[config.mk]
export PLATFORM = sky130hd
export DESIGN_NAME = hid_message_segmenter_core
export DESIGN_NICKNAME = d
export VERILOG_FILES = /design/src/rtl/hms_pkg.sv /design/src/rtl/hms_ctrl.sv /design/src/rtl/hms_datapath.sv /design/src/rtl/hid_message_segmenter_core.sv
export SDC_FILE = /design/constraint.sdc
export NUM_CORES = 1
export LEC_CHECK = 0
export BUFFER_PORTS_ARGS = -buffer_cell sky130_fd_sc_hd__buf_2
export CORE_MARGIN = 5
export CORE_UTILIZATION = 52
export CTS_CLUSTER_SIZE = 28
export DETAILED_ROUTE_END_ITERATION = 16
export PLACE_DENSITY = 0.75
export SLEW_MARGIN = 20
export SYNTH_ARGS = -nofsm -noshare
export SYNTH_HDL_FRONTEND = slang
export SYNTH_SLANG_ARGS = --single-unit
[constraint.sdc]
create_clock -name clk -period 4.7 [get_ports clk]
set_clock_uncertainty 0.1 [all_clocks]
set_input_delay 0.94 -clock clk [delete_from_list [all_inputs] [get_ports clk]]
set_output_delay 0.94 -clock clk [all_outputs]
set_load 0.02 [all_outputs]
[src/rtl/hms_pkg.sv]
// ----------------------------------------------------------------------------
// hms_pkg
// Types, constants and control codes shared by the HID message segmenter.
// ----------------------------------------------------------------------------
`default_nettype none

package hms_pkg;

  // Report geometry and payload limit
  localparam int REPORT_BYTES = 64;
  localparam int MAX_PAYLOAD  = 7609;
  localparam int POS_W        = 6;

  localparam logic [POS_W-1:0] LAST_POS      = POS_W'(REPORT_BYTES - 1);
  localparam logic [POS_W-1:0] INIT_HDR_LAST = POS_W'(6);
  localparam logic [POS_W-1:0] CONT_HDR_LAST = POS_W'(4);
  localparam logic [15:0]      MAX_LEN       = 16'(MAX_PAYLOAD);

  // Header byte positions
  localparam logic [POS_W-1:0] POS_CHAN0  = POS_W'(0);
  localparam logic [POS_W-1:0] POS_CHAN1  = POS_W'(1);
  localparam logic [POS_W-1:0] POS_CHAN2  = POS_W'(2);
  localparam logic [POS_W-1:0] POS_CHAN3  = POS_W'(3);
  localparam logic [POS_W-1:0] POS_CMD    = POS_W'(4);
  localparam logic [POS_W-1:0] POS_LEN_HI = POS_W'(5);
  localparam logic [POS_W-1:0] POS_LEN_LO = POS_W'(6);

  typedef struct packed {
    logic [31:0] channel_id;
    logic [7:0]  command;
    logic [15:0] message_length;
    logic [7:0]  data_byte;
    logic        has_byte;
  } in_item_t;

  typedef struct packed {
    logic [7:0]       report_byte;
    logic [POS_W-1:0] byte_position;
    logic             end_of_report;
    logic             end_of_message;
  } out_item_t;

  typedef enum logic [2:0] {
    ST_IDLE,
    ST_INIT_HDR,
    ST_CONT_HDR,
    ST_DATA,
    ST_PAD
  } state_t;

  typedef enum logic [2:0] {
    LATCH_NONE,
    LATCH_DROP,
    LATCH_OVERSIZE,
    LATCH_START,
    LATCH_BYTE
  } latch_t;

  typedef enum logic [2:0] {
    EMIT_NONE,
    EMIT_INIT_HDR,
    EMIT_CONT_HDR,
    EMIT_DATA,
    EMIT_PAD
  } emit_t;

  typedef struct packed {
    latch_t latch;
    emit_t  emit;
  } cmd_t;

  typedef struct packed {
    logic dropping;
    logic active;
    logic in_len_over;
    logic in_has;
    logic off_zero;
    logic off_last;
    logic init_hdr_last;
    logic cont_hdr_last;
    logic rem_one;
    logic len_zero;
    logic has_latched;
    logic emit_ok;
  } status_t;

endpackage

`default_nettype wire

[src/rtl/hms_ctrl.sv]
// ----------------------------------------------------------------------------
// hms_ctrl
// Sequencer: takes one request, then walks header, data and pad emission.
// ----------------------------------------------------------------------------
`default_nettype none

module hms_ctrl (
  input  wire logic            clk,
  input  wire logic            rst_n,
  input  wire logic            in_valid,
  output logic                 in_ready,
  input  wire hms_pkg::status_t status,
  output hms_pkg::cmd_t        cmd
);

  hms_pkg::state_t state_r;
  hms_pkg::state_t state_nxt;

  // State register
  always_ff @(posedge clk) begin
    if (!rst_n) begin
      state_r <= hms_pkg::ST_IDLE;
    end else begin
      state_r <= state_nxt;
    end
  end

  // Next state and commands
  always_comb begin
    state_nxt = state_r;
    cmd.latch = hms_pkg::LATCH_NONE;
    cmd.emit  = hms_pkg::EMIT_NONE;
    in_ready  = 1'b0;
    case (state_r)
      hms_pkg::ST_IDLE: begin
        in_ready = 1'b1;
        if (in_valid) begin
          if (status.dropping) begin
            cmd.latch = hms_pkg::LATCH_DROP;
          end else if (!status.active && status.in_len_over) begin
            cmd.latch = hms_pkg::LATCH_OVERSIZE;
          end else if (!status.active) begin
            cmd.latch = hms_pkg::LATCH_START;
            state_nxt = hms_pkg::ST_INIT_HDR;
          end else if (status.in_has) begin
            cmd.latch = hms_pkg::LATCH_BYTE;
            state_nxt = status.off_zero ? hms_pkg::ST_CONT_HDR : hms_pkg::ST_DATA;
          end
        end
      end
      hms_pkg::ST_INIT_HDR: begin
        if (status.emit_ok) begin
          cmd.emit = hms_pkg::EMIT_INIT_HDR;
          if (status.init_hdr_last) begin
            if (status.len_zero) begin
              state_nxt = hms_pkg::ST_PAD;
            end else if (status.has_latched) begin
              state_nxt = hms_pkg::ST_DATA;
            end else begin
              state_nxt = hms_pkg::ST_IDLE;
            end
          end
        end
      end
      hms_pkg::ST_CONT_HDR: begin
        if (status.emit_ok) begin
          cmd.emit = hms_pkg::EMIT_CONT_HDR;
          if (status.cont_hdr_last) begin
            state_nxt = hms_pkg::ST_DATA;
          end
        end
      end
      hms_pkg::ST_DATA: begin
        if (status.emit_ok) begin
          cmd.emit = hms_pkg::EMIT_DATA;
          // Pad out the report when the last byte leaves it short
          if (status.rem_one && !status.off_last) begin
            state_nxt = hms_pkg::ST_PAD;
          end else begin
            state_nxt = hms_pkg::ST_IDLE;
          end
        end
      end
      hms_pkg::ST_PAD: begin
        if (status.emit_ok) begin
          cmd.emit = hms_pkg::EMIT_PAD;
          if (status.off_last) begin
            state_nxt = hms_pkg::ST_IDLE;
          end
        end
      end
      default: begin
        state_nxt = hms_pkg::ST_IDLE;
      end
    endcase
  end

endmodule

`default_nettype wire

[src/rtl/hms_datapath.sv]
// ----------------------------------------------------------------------------
// hms_datapath
// Message state, latched header fields, report byte mux and output register.
// ----------------------------------------------------------------------------
`default_nettype none

module hms_datapath (
  input  wire logic              clk,
  input  wire logic              rst_n,
  input  wire hms_pkg::in_item_t in_data,
  input  wire hms_pkg::cmd_t     cmd,
  input  wire logic              out_ready,
  output logic                   out_valid,
  output hms_pkg::out_item_t     out_data,
  output hms_pkg::status_t       status
);

  // Message control state
  logic                        active_r, active_nxt;
  logic                        dropping_r, dropping_nxt;
  logic [15:0]                 rem_r, rem_nxt;
  logic [hms_pkg::POS_W-1:0]   off_r, off_nxt;
  logic [6:0]                  seq_r, seq_nxt;
  logic [31:0]                 chan_r, chan_nxt;
  // Latched payload
  logic [7:0]                  cmd_r, cmd_nxt;
  logic [15:0]                 len_r, len_nxt;
  logic [7:0]                  byte_r, byte_nxt;
  logic                        has_r, has_nxt;
  // Output register
  logic                        out_valid_r, out_valid_nxt;
  hms_pkg::out_item_t          out_data_r, out_data_nxt;

  hms_pkg::out_item_t          emit_item;
  logic [7:0]                  hdr_byte;
  logic                        off_last;
  logic                        emit_ok;
  logic [15:0]                 rem_dec;

  assign off_last = (off_r == hms_pkg::LAST_POS);
  assign emit_ok  = !out_valid_r || out_ready;
  assign rem_dec  = (rem_r == 16'd0) ? 16'd0 : rem_r - 16'd1;

  // Select the header byte for the current position
  always_comb begin
    case (off_r)
      hms_pkg::POS_CHAN0:  hdr_byte = chan_r[7:0];
      hms_pkg::POS_CHAN1:  hdr_byte = chan_r[15:8];
      hms_pkg::POS_CHAN2:  hdr_byte = chan_r[23:16];
      hms_pkg::POS_CHAN3:  hdr_byte = chan_r[31:24];
      hms_pkg::POS_CMD:    hdr_byte = active_r && (len_r != 16'd0) && (cmd.emit ==
                                      hms_pkg::EMIT_CONT_HDR) ? {1'b0, seq_r} : cmd_r;
      hms_pkg::POS_LEN_HI: hdr_byte = len_r[15:8];
      hms_pkg::POS_LEN_LO: hdr_byte = len_r[7:0];
      default:             hdr_byte = 8'd0;
    endcase
  end

  // Next state for latching and emission
  always_comb begin
    active_nxt    = active_r;
    dropping_nxt  = dropping_r;
    rem_nxt       = rem_r;
    off_nxt       = off_r;
    seq_nxt       = seq_r;
    chan_nxt      = chan_r;
    cmd_nxt       = cmd_r;
    len_nxt       = len_r;
    byte_nxt      = byte_r;
    has_nxt       = has_r;
    emit_item.report_byte    = 8'd0;
    emit_item.byte_position  = off_r;
    emit_item.end_of_report  = 1'b0;
    emit_item.end_of_message = 1'b0;

    case (cmd.latch)
      hms_pkg::LATCH_DROP: begin
        if (in_data.has_byte) begin
          rem_nxt      = rem_dec;
          dropping_nxt = (rem_dec != 16'd0);
        end
      end
      hms_pkg::LATCH_OVERSIZE: begin
        rem_nxt      = in_data.message_length - 16'(in_data.has_byte);
        dropping_nxt = (rem_nxt != 16'd0);
      end
      hms_pkg::LATCH_START: begin
        chan_nxt   = in_data.channel_id;
        cmd_nxt    = in_data.command;
        len_nxt    = in_data.message_length;
        byte_nxt   = in_data.data_byte;
        has_nxt    = in_data.has_byte;
        rem_nxt    = in_data.message_length;
        seq_nxt    = 7'd0;
        off_nxt    = '0;
        active_nxt = 1'b1;
      end
      hms_pkg::LATCH_BYTE: begin
        byte_nxt = in_data.data_byte;
        has_nxt  = in_data.has_byte;
      end
      default: begin
      end
    endcase

    case (cmd.emit)
      hms_pkg::EMIT_INIT_HDR: begin
        emit_item.report_byte = hdr_byte;
        off_nxt = off_r + hms_pkg::POS_W'(1);
      end
      hms_pkg::EMIT_CONT_HDR: begin
        emit_item.report_byte = hdr_byte;
        off_nxt = off_r + hms_pkg::POS_W'(1);
        if (off_r == hms_pkg::CONT_HDR_LAST) begin
          seq_nxt = seq_r + 7'd1;
        end
      end
      hms_pkg::EMIT_DATA: begin
        emit_item.report_byte    = byte_r;
        emit_item.end_of_report  = off_last;
        emit_item.end_of_message = off_last && (rem_r == 16'd1);
        rem_nxt = rem_r - 16'd1;
        off_nxt = off_last ? '0 : off_r + hms_pkg::POS_W'(1);
        if (off_last && (rem_r == 16'd1)) begin
          active_nxt = 1'b0;
        end
      end
      hms_pkg::EMIT_PAD: begin
        emit_item.end_of_report  = off_last;
        emit_item.end_of_message = off_last;
        rem_nxt = 16'd0;
        off_nxt = off_last ? '0 : off_r + hms_pkg::POS_W'(1);
        if (off_last) begin
          active_nxt = 1'b0;
        end
      end
      default: begin
      end
    endcase
  end

  // Load the output register on emission, drop it once taken
  always_comb begin
    out_valid_nxt = out_valid_r;
    out_data_nxt  = out_data_r;
    if (cmd.emit != hms_pkg::EMIT_NONE) begin
      out_valid_nxt = 1'b1;
      out_data_nxt  = emit_item;
    end else if (out_ready) begin
      out_valid_nxt = 1'b0;
    end
  end

  // Control registers
  always_ff @(posedge clk) begin
    if (!rst_n) begin
      active_r    <= 1'b0;
      dropping_r  <= 1'b0;
      rem_r       <= '0;
      off_r       <= '0;
      seq_r       <= '0;
      chan_r      <= '0;
      out_valid_r <= 1'b0;
    end else begin
      active_r    <= active_nxt;
      dropping_r  <= dropping_nxt;
      rem_r       <= rem_nxt;
      off_r       <= off_nxt;
      seq_r       <= seq_nxt;
      chan_r      <= chan_nxt;
      out_valid_r <= out_valid_nxt;
    end
  end

  // Payload registers
  always_ff @(posedge clk) begin
    cmd_r      <= cmd_nxt;
    len_r      <= len_nxt;
    byte_r     <= byte_nxt;
    has_r      <= has_nxt;
    out_data_r <= out_data_nxt;
  end

  assign out_valid = out_valid_r;
  assign out_data  = out_data_r;

  // Status to the sequencer
  assign status.dropping      = dropping_r;
  assign status.active        = active_r;
  assign status.in_len_over   = (in_data.message_length > hms_pkg::MAX_LEN);
  assign status.in_has        = in_data.has_byte;
  assign status.off_zero      = (off_r == '0);
  assign status.off_last      = off_last;
  assign status.init_hdr_last = (off_r == hms_pkg::INIT_HDR_LAST);
  assign status.cont_hdr_last = (off_r == hms_pkg::CONT_HDR_LAST);
  assign status.rem_one       = (rem_r == 16'd1);
  assign status.len_zero      = (len_r == 16'd0);
  assign status.has_latched   = has_r;
  assign status.emit_ok       = emit_ok;

endmodule

`default_nettype wire

[src/rtl/hid_message_segmenter_core.sv]
// A request is latched into the header and state registers; the first report byte is then
// registered into the output register. Each payload byte is emitted before the next request is
//   taken, with header bytes (7 on an init report, 5 on a continuation) and pad bytes between.
// The single output register is the only emit slot, so a stalled consumer stalls emission.
// Reset (rst_n low, synchronous): idle, no message active, nothing dropping, output empty.
// ----------------------------------------------------------------------------
// hid_message_segmenter_core
// Splits a byte-stream message into fixed-size HID reports, one byte per result.
// ----------------------------------------------------------------------------
`default_nettype none

module hid_message_segmenter_core (
  input  wire logic              clk,
  input  wire logic              rst_n,
  input  wire logic              in_valid,
  output logic                   in_ready,
  input  wire hms_pkg::in_item_t in_data,
  output logic                   out_valid,
  input  wire logic              out_ready,
  output hms_pkg::out_item_t     out_data
);

  hms_pkg::cmd_t    cmd;
  hms_pkg::status_t status;

  hms_ctrl u_ctrl (
    .clk      (clk),
    .rst_n    (rst_n),
    .in_valid (in_valid),
    .in_ready (in_ready),
    .status   (status),
    .cmd      (cmd)
  );

  hms_datapath u_datapath (
    .clk       (clk),
    .rst_n     (rst_n),
    .in_data   (in_data),
    .cmd       (cmd),
    .out_ready (out_ready),
    .out_valid (out_valid),
    .out_data  (out_data),
    .status    (status)
  );

endmodule

`default_nettype wire

==> impl_metrics.tcl <==
set metrics [dict create \
    outcome "finished clean" \
    endpoint_kind "register" \
    seq_area_frac_synth_pct 47.19 \
    grt.total_usage_pct 26.12 \
    fmax_ghz 0.3131 \
    slew_headroom_pct 39.85 \
    synth_common_cells "117 x nand2_1, 72 x a21oi_1, 67 x dfxtp_1" \
    start_util_pct 52.65 \
    die_y_microns 117.1 \
    setup_viol 0 \
    synth_top_area_share_pct 24.69 \
    dr.pass1.iters 6 \
    power_density_mw_per_mm2 441.0 \
    gp_congestion 0.9556 \
    yosysWarnings 0 \
    synth_top_area_cell "edfxtp_1" \
    dieArea_sq_mm 0.01370 \
    ant_nets 0 \
    netlist_instances 676 \
    p_int_uw 2151 \
    max-cap-violations 0 \
    io_buffers 86 \
    power_frac_clock_pct 41.6 \
    yosys_most_used_dff "dfxtp_1" \
    viasPerCell 6.384 \
    die_w_microns 117.1 \
    drt_first_iter_violations 704 \
    comb_power_share_pct 20.1 \
    antenna_found_initial 0 \
    power_leakage_uw 0.002600 \
    grt_max_degree 46 \
    area_growth_pct 18.41 \
    cts_root_buffer "clkbuf_16" \
    grt_pass1_vias 5386 \
    cts_resized 0 \
    rrSetupSlack_ns 1.58 \
    avgRoutedWirePerCell_microns 19.23 \
    cts_buffers 17 \
    antenna_cells 0 \
    cts.sinks 116 \
    dr_total_vias 5758 \
    syn_area_sq_mm 0.005961 \
    worst_ep_arrival_time_ns 3.44 \
    syn_area_per_cell_sq_um 8.818 \
    min_period_ns 3.194 \
    grt_overflow 0 \
    final_util_pct 62.35 \
    boundaryPins 87 \
    hold_ws_ns 0.3583 \
    syn_nets 754 \
    critPathLaunchType "input pin" \
    clockBufferDepth 2 \
    sw_frac_of_total_pct 30.89 \
    nNetsFinal 824 \
    clk_latency_ns 0.43 \
    pwr-share-seq_pct 38.3 \
    slew_viol_final 0 \
    hp-class "register to register" \
    cts_tree "yes" \
    grt_first_pass_wirelength_microns 27410 \
    crit_required_ns 4.94 \
    clk_pin_slew_ns 0.06 \
    crit_type "input pin to register" \
    rsz0062_at_grt "false" \
    synth_edf_count 49 \
    synth_cell_type_count 61 \
    ys_ff_latch 116 \
    finalHoldViolCount 0 \
    drc 0 \
    yosysMostFrequentCell "nand2_1" \
    dp.final_hpwl_microns 12070 \
    postCtsHoldBufs 0 \
    power_switching_uw 961.6 \
    placementRows 39 \
    post_cts_buffers 0 \
    crit_fanout 41 \
    core-area_sq_mm 0.01132 \
    worstMarginPinSlew_ns 0.8989 \
    h-tree-depth 4 \
    finalWirelength_microns 17340 \
    drive_above_1_share_pct 18.71 \
    fin_tns_setup_ns 0 \
    synthTopCellsByArea "edfxtp_1 25%, dfxtp_1 23%, nand2_1 7.4%" \
    period_share_pct 67.96 \
    max-vdd-ir-drop_mv 0.2744 \
    synthArstFlopShare_pct 0 \
]
## registers in the layout (all words and copies together) (netlist names)
signal	cells
u_datapath.rem_r	16
u_datapath.chan_r	32
u_ctrl.state_r	3
u_datapath.byte_r	8
u_datapath.dropping_r	1
u_datapath.active_r	1
u_datapath.seq_r	7
u_datapath.off_r	6
u_datapath.cmd_r	8
u_datapath.len_r	16
u_datapath.out_data	16
u_datapath.has_r	1
u_datapath.out_valid	1
## layout by cell type (no fill, tap or decap), types with 16 or more instances in the layout
cell / instances
o21ai_0: 39
a22oi_1: 16
nor2_1: 36
edfxtp_1: 49
clkbuf_16: 19
buf_2: 86
dfxtp_1: 67
nand3_1: 18
a31oi_1: 23
a21oi_1: 72
nand2_1: 117
nor3_1: 19
## metrics by stage
stage / setup slack [ns] / instances / total power [uW] / instance area, sq um
after floorplan: 1.418 / 676 / 1624 / 5961
after global placement: 1.181 / 870 / 1798 / 6451
final: 1.506 / 902 / 3113 / 7058
after global routing: 1.316 / 902 / 3245 / 7058
after CTS: 1.511 / 902 / 3102 / 7052
after detailed placement: 1.100 / 870 / 1809 / 6451
## final timing paths
kind	startpoint	end	cells after the start
max reg2reg	u_ctrl.state_r[1]	u_datapath.chan_r[14]	9
min reg2reg	u_datapath.chan_r[23]	u_datapath.chan_r[23]	2
min	u_datapath.chan_r[23]	u_datapath.chan_r[23]	2
max	in_valid	u_datapath.chan_r[14]	10
## kinds of logic (layout without fill, tap and decap cells)
| logic type | after synthesis | after routing | share of synthesized area (%) |
|---|---|---|---|
| flip-flops | 116 | 116 | 47.19 |
| buffers and inverters | 55 | 138 | 3.757 |
| adder cells (fa/ha/maj) | 9 | 9 | 1.889 |
| AND/OR/NAND/NOR | 265 | 265 | 21.68 |
| AO/OA/AOI/OAI | 207 | 207 | 21.81 |
| XOR/XNOR | 17 | 17 | 2.498 |
| multiplexers | 7 | 7 | 1.176 |
## critical path, stage by stage
cell and delay, ns:
buf_2 0.12, or4b_1 0.58, nor2_1 0.17, buf_4 0.23
o21ai_2 0.07, buf_4 0.27, inv_2 0.50, buf_4 0.33
nand2_1 0.09, a21oi_1 0.13
## layer usage
| layer | vias to the layer above | GRT usage (%) | part of all wire [%] |
|---|---|---|---|
| li1 | 2655 | - | - |
| met2 | 374 | 38.53 | 45 |
| met4 | 0 | 9.862 | 1.7 |
| met3 | 38 | 8.380 | 12 |
| met5 | - | 0 | 0 |
| met1 | 2691 | 35.99 | 42 |
## power groups by stage
stage / Combinational (uW) / Sequential (uW) / Clock (uW)
2_1_floorplan: 424 / 1200 / 0
3_3_place_gp: 593 / 1200 / 0
3_5_place_dp: 601 / 1210 / 0
4_1_cts: 607 / 1190 / 1310
5_1_grt: 681 / 1200 / 1360
6_report: 625 / 1190 / 1300
## final cells by class
class,instances,area (sq um)
Fill cell,959,4263
Multi-Input combinational cell,505,2934
Sequential cell,116,2813
Clock buffer,20,489.2
Timing Repair Buffer,93,483.0
Tap cell,143,178.9
Clock inverter,12,111.4
Inverter,13,48.80
Power figures use the tool's default switching activity.
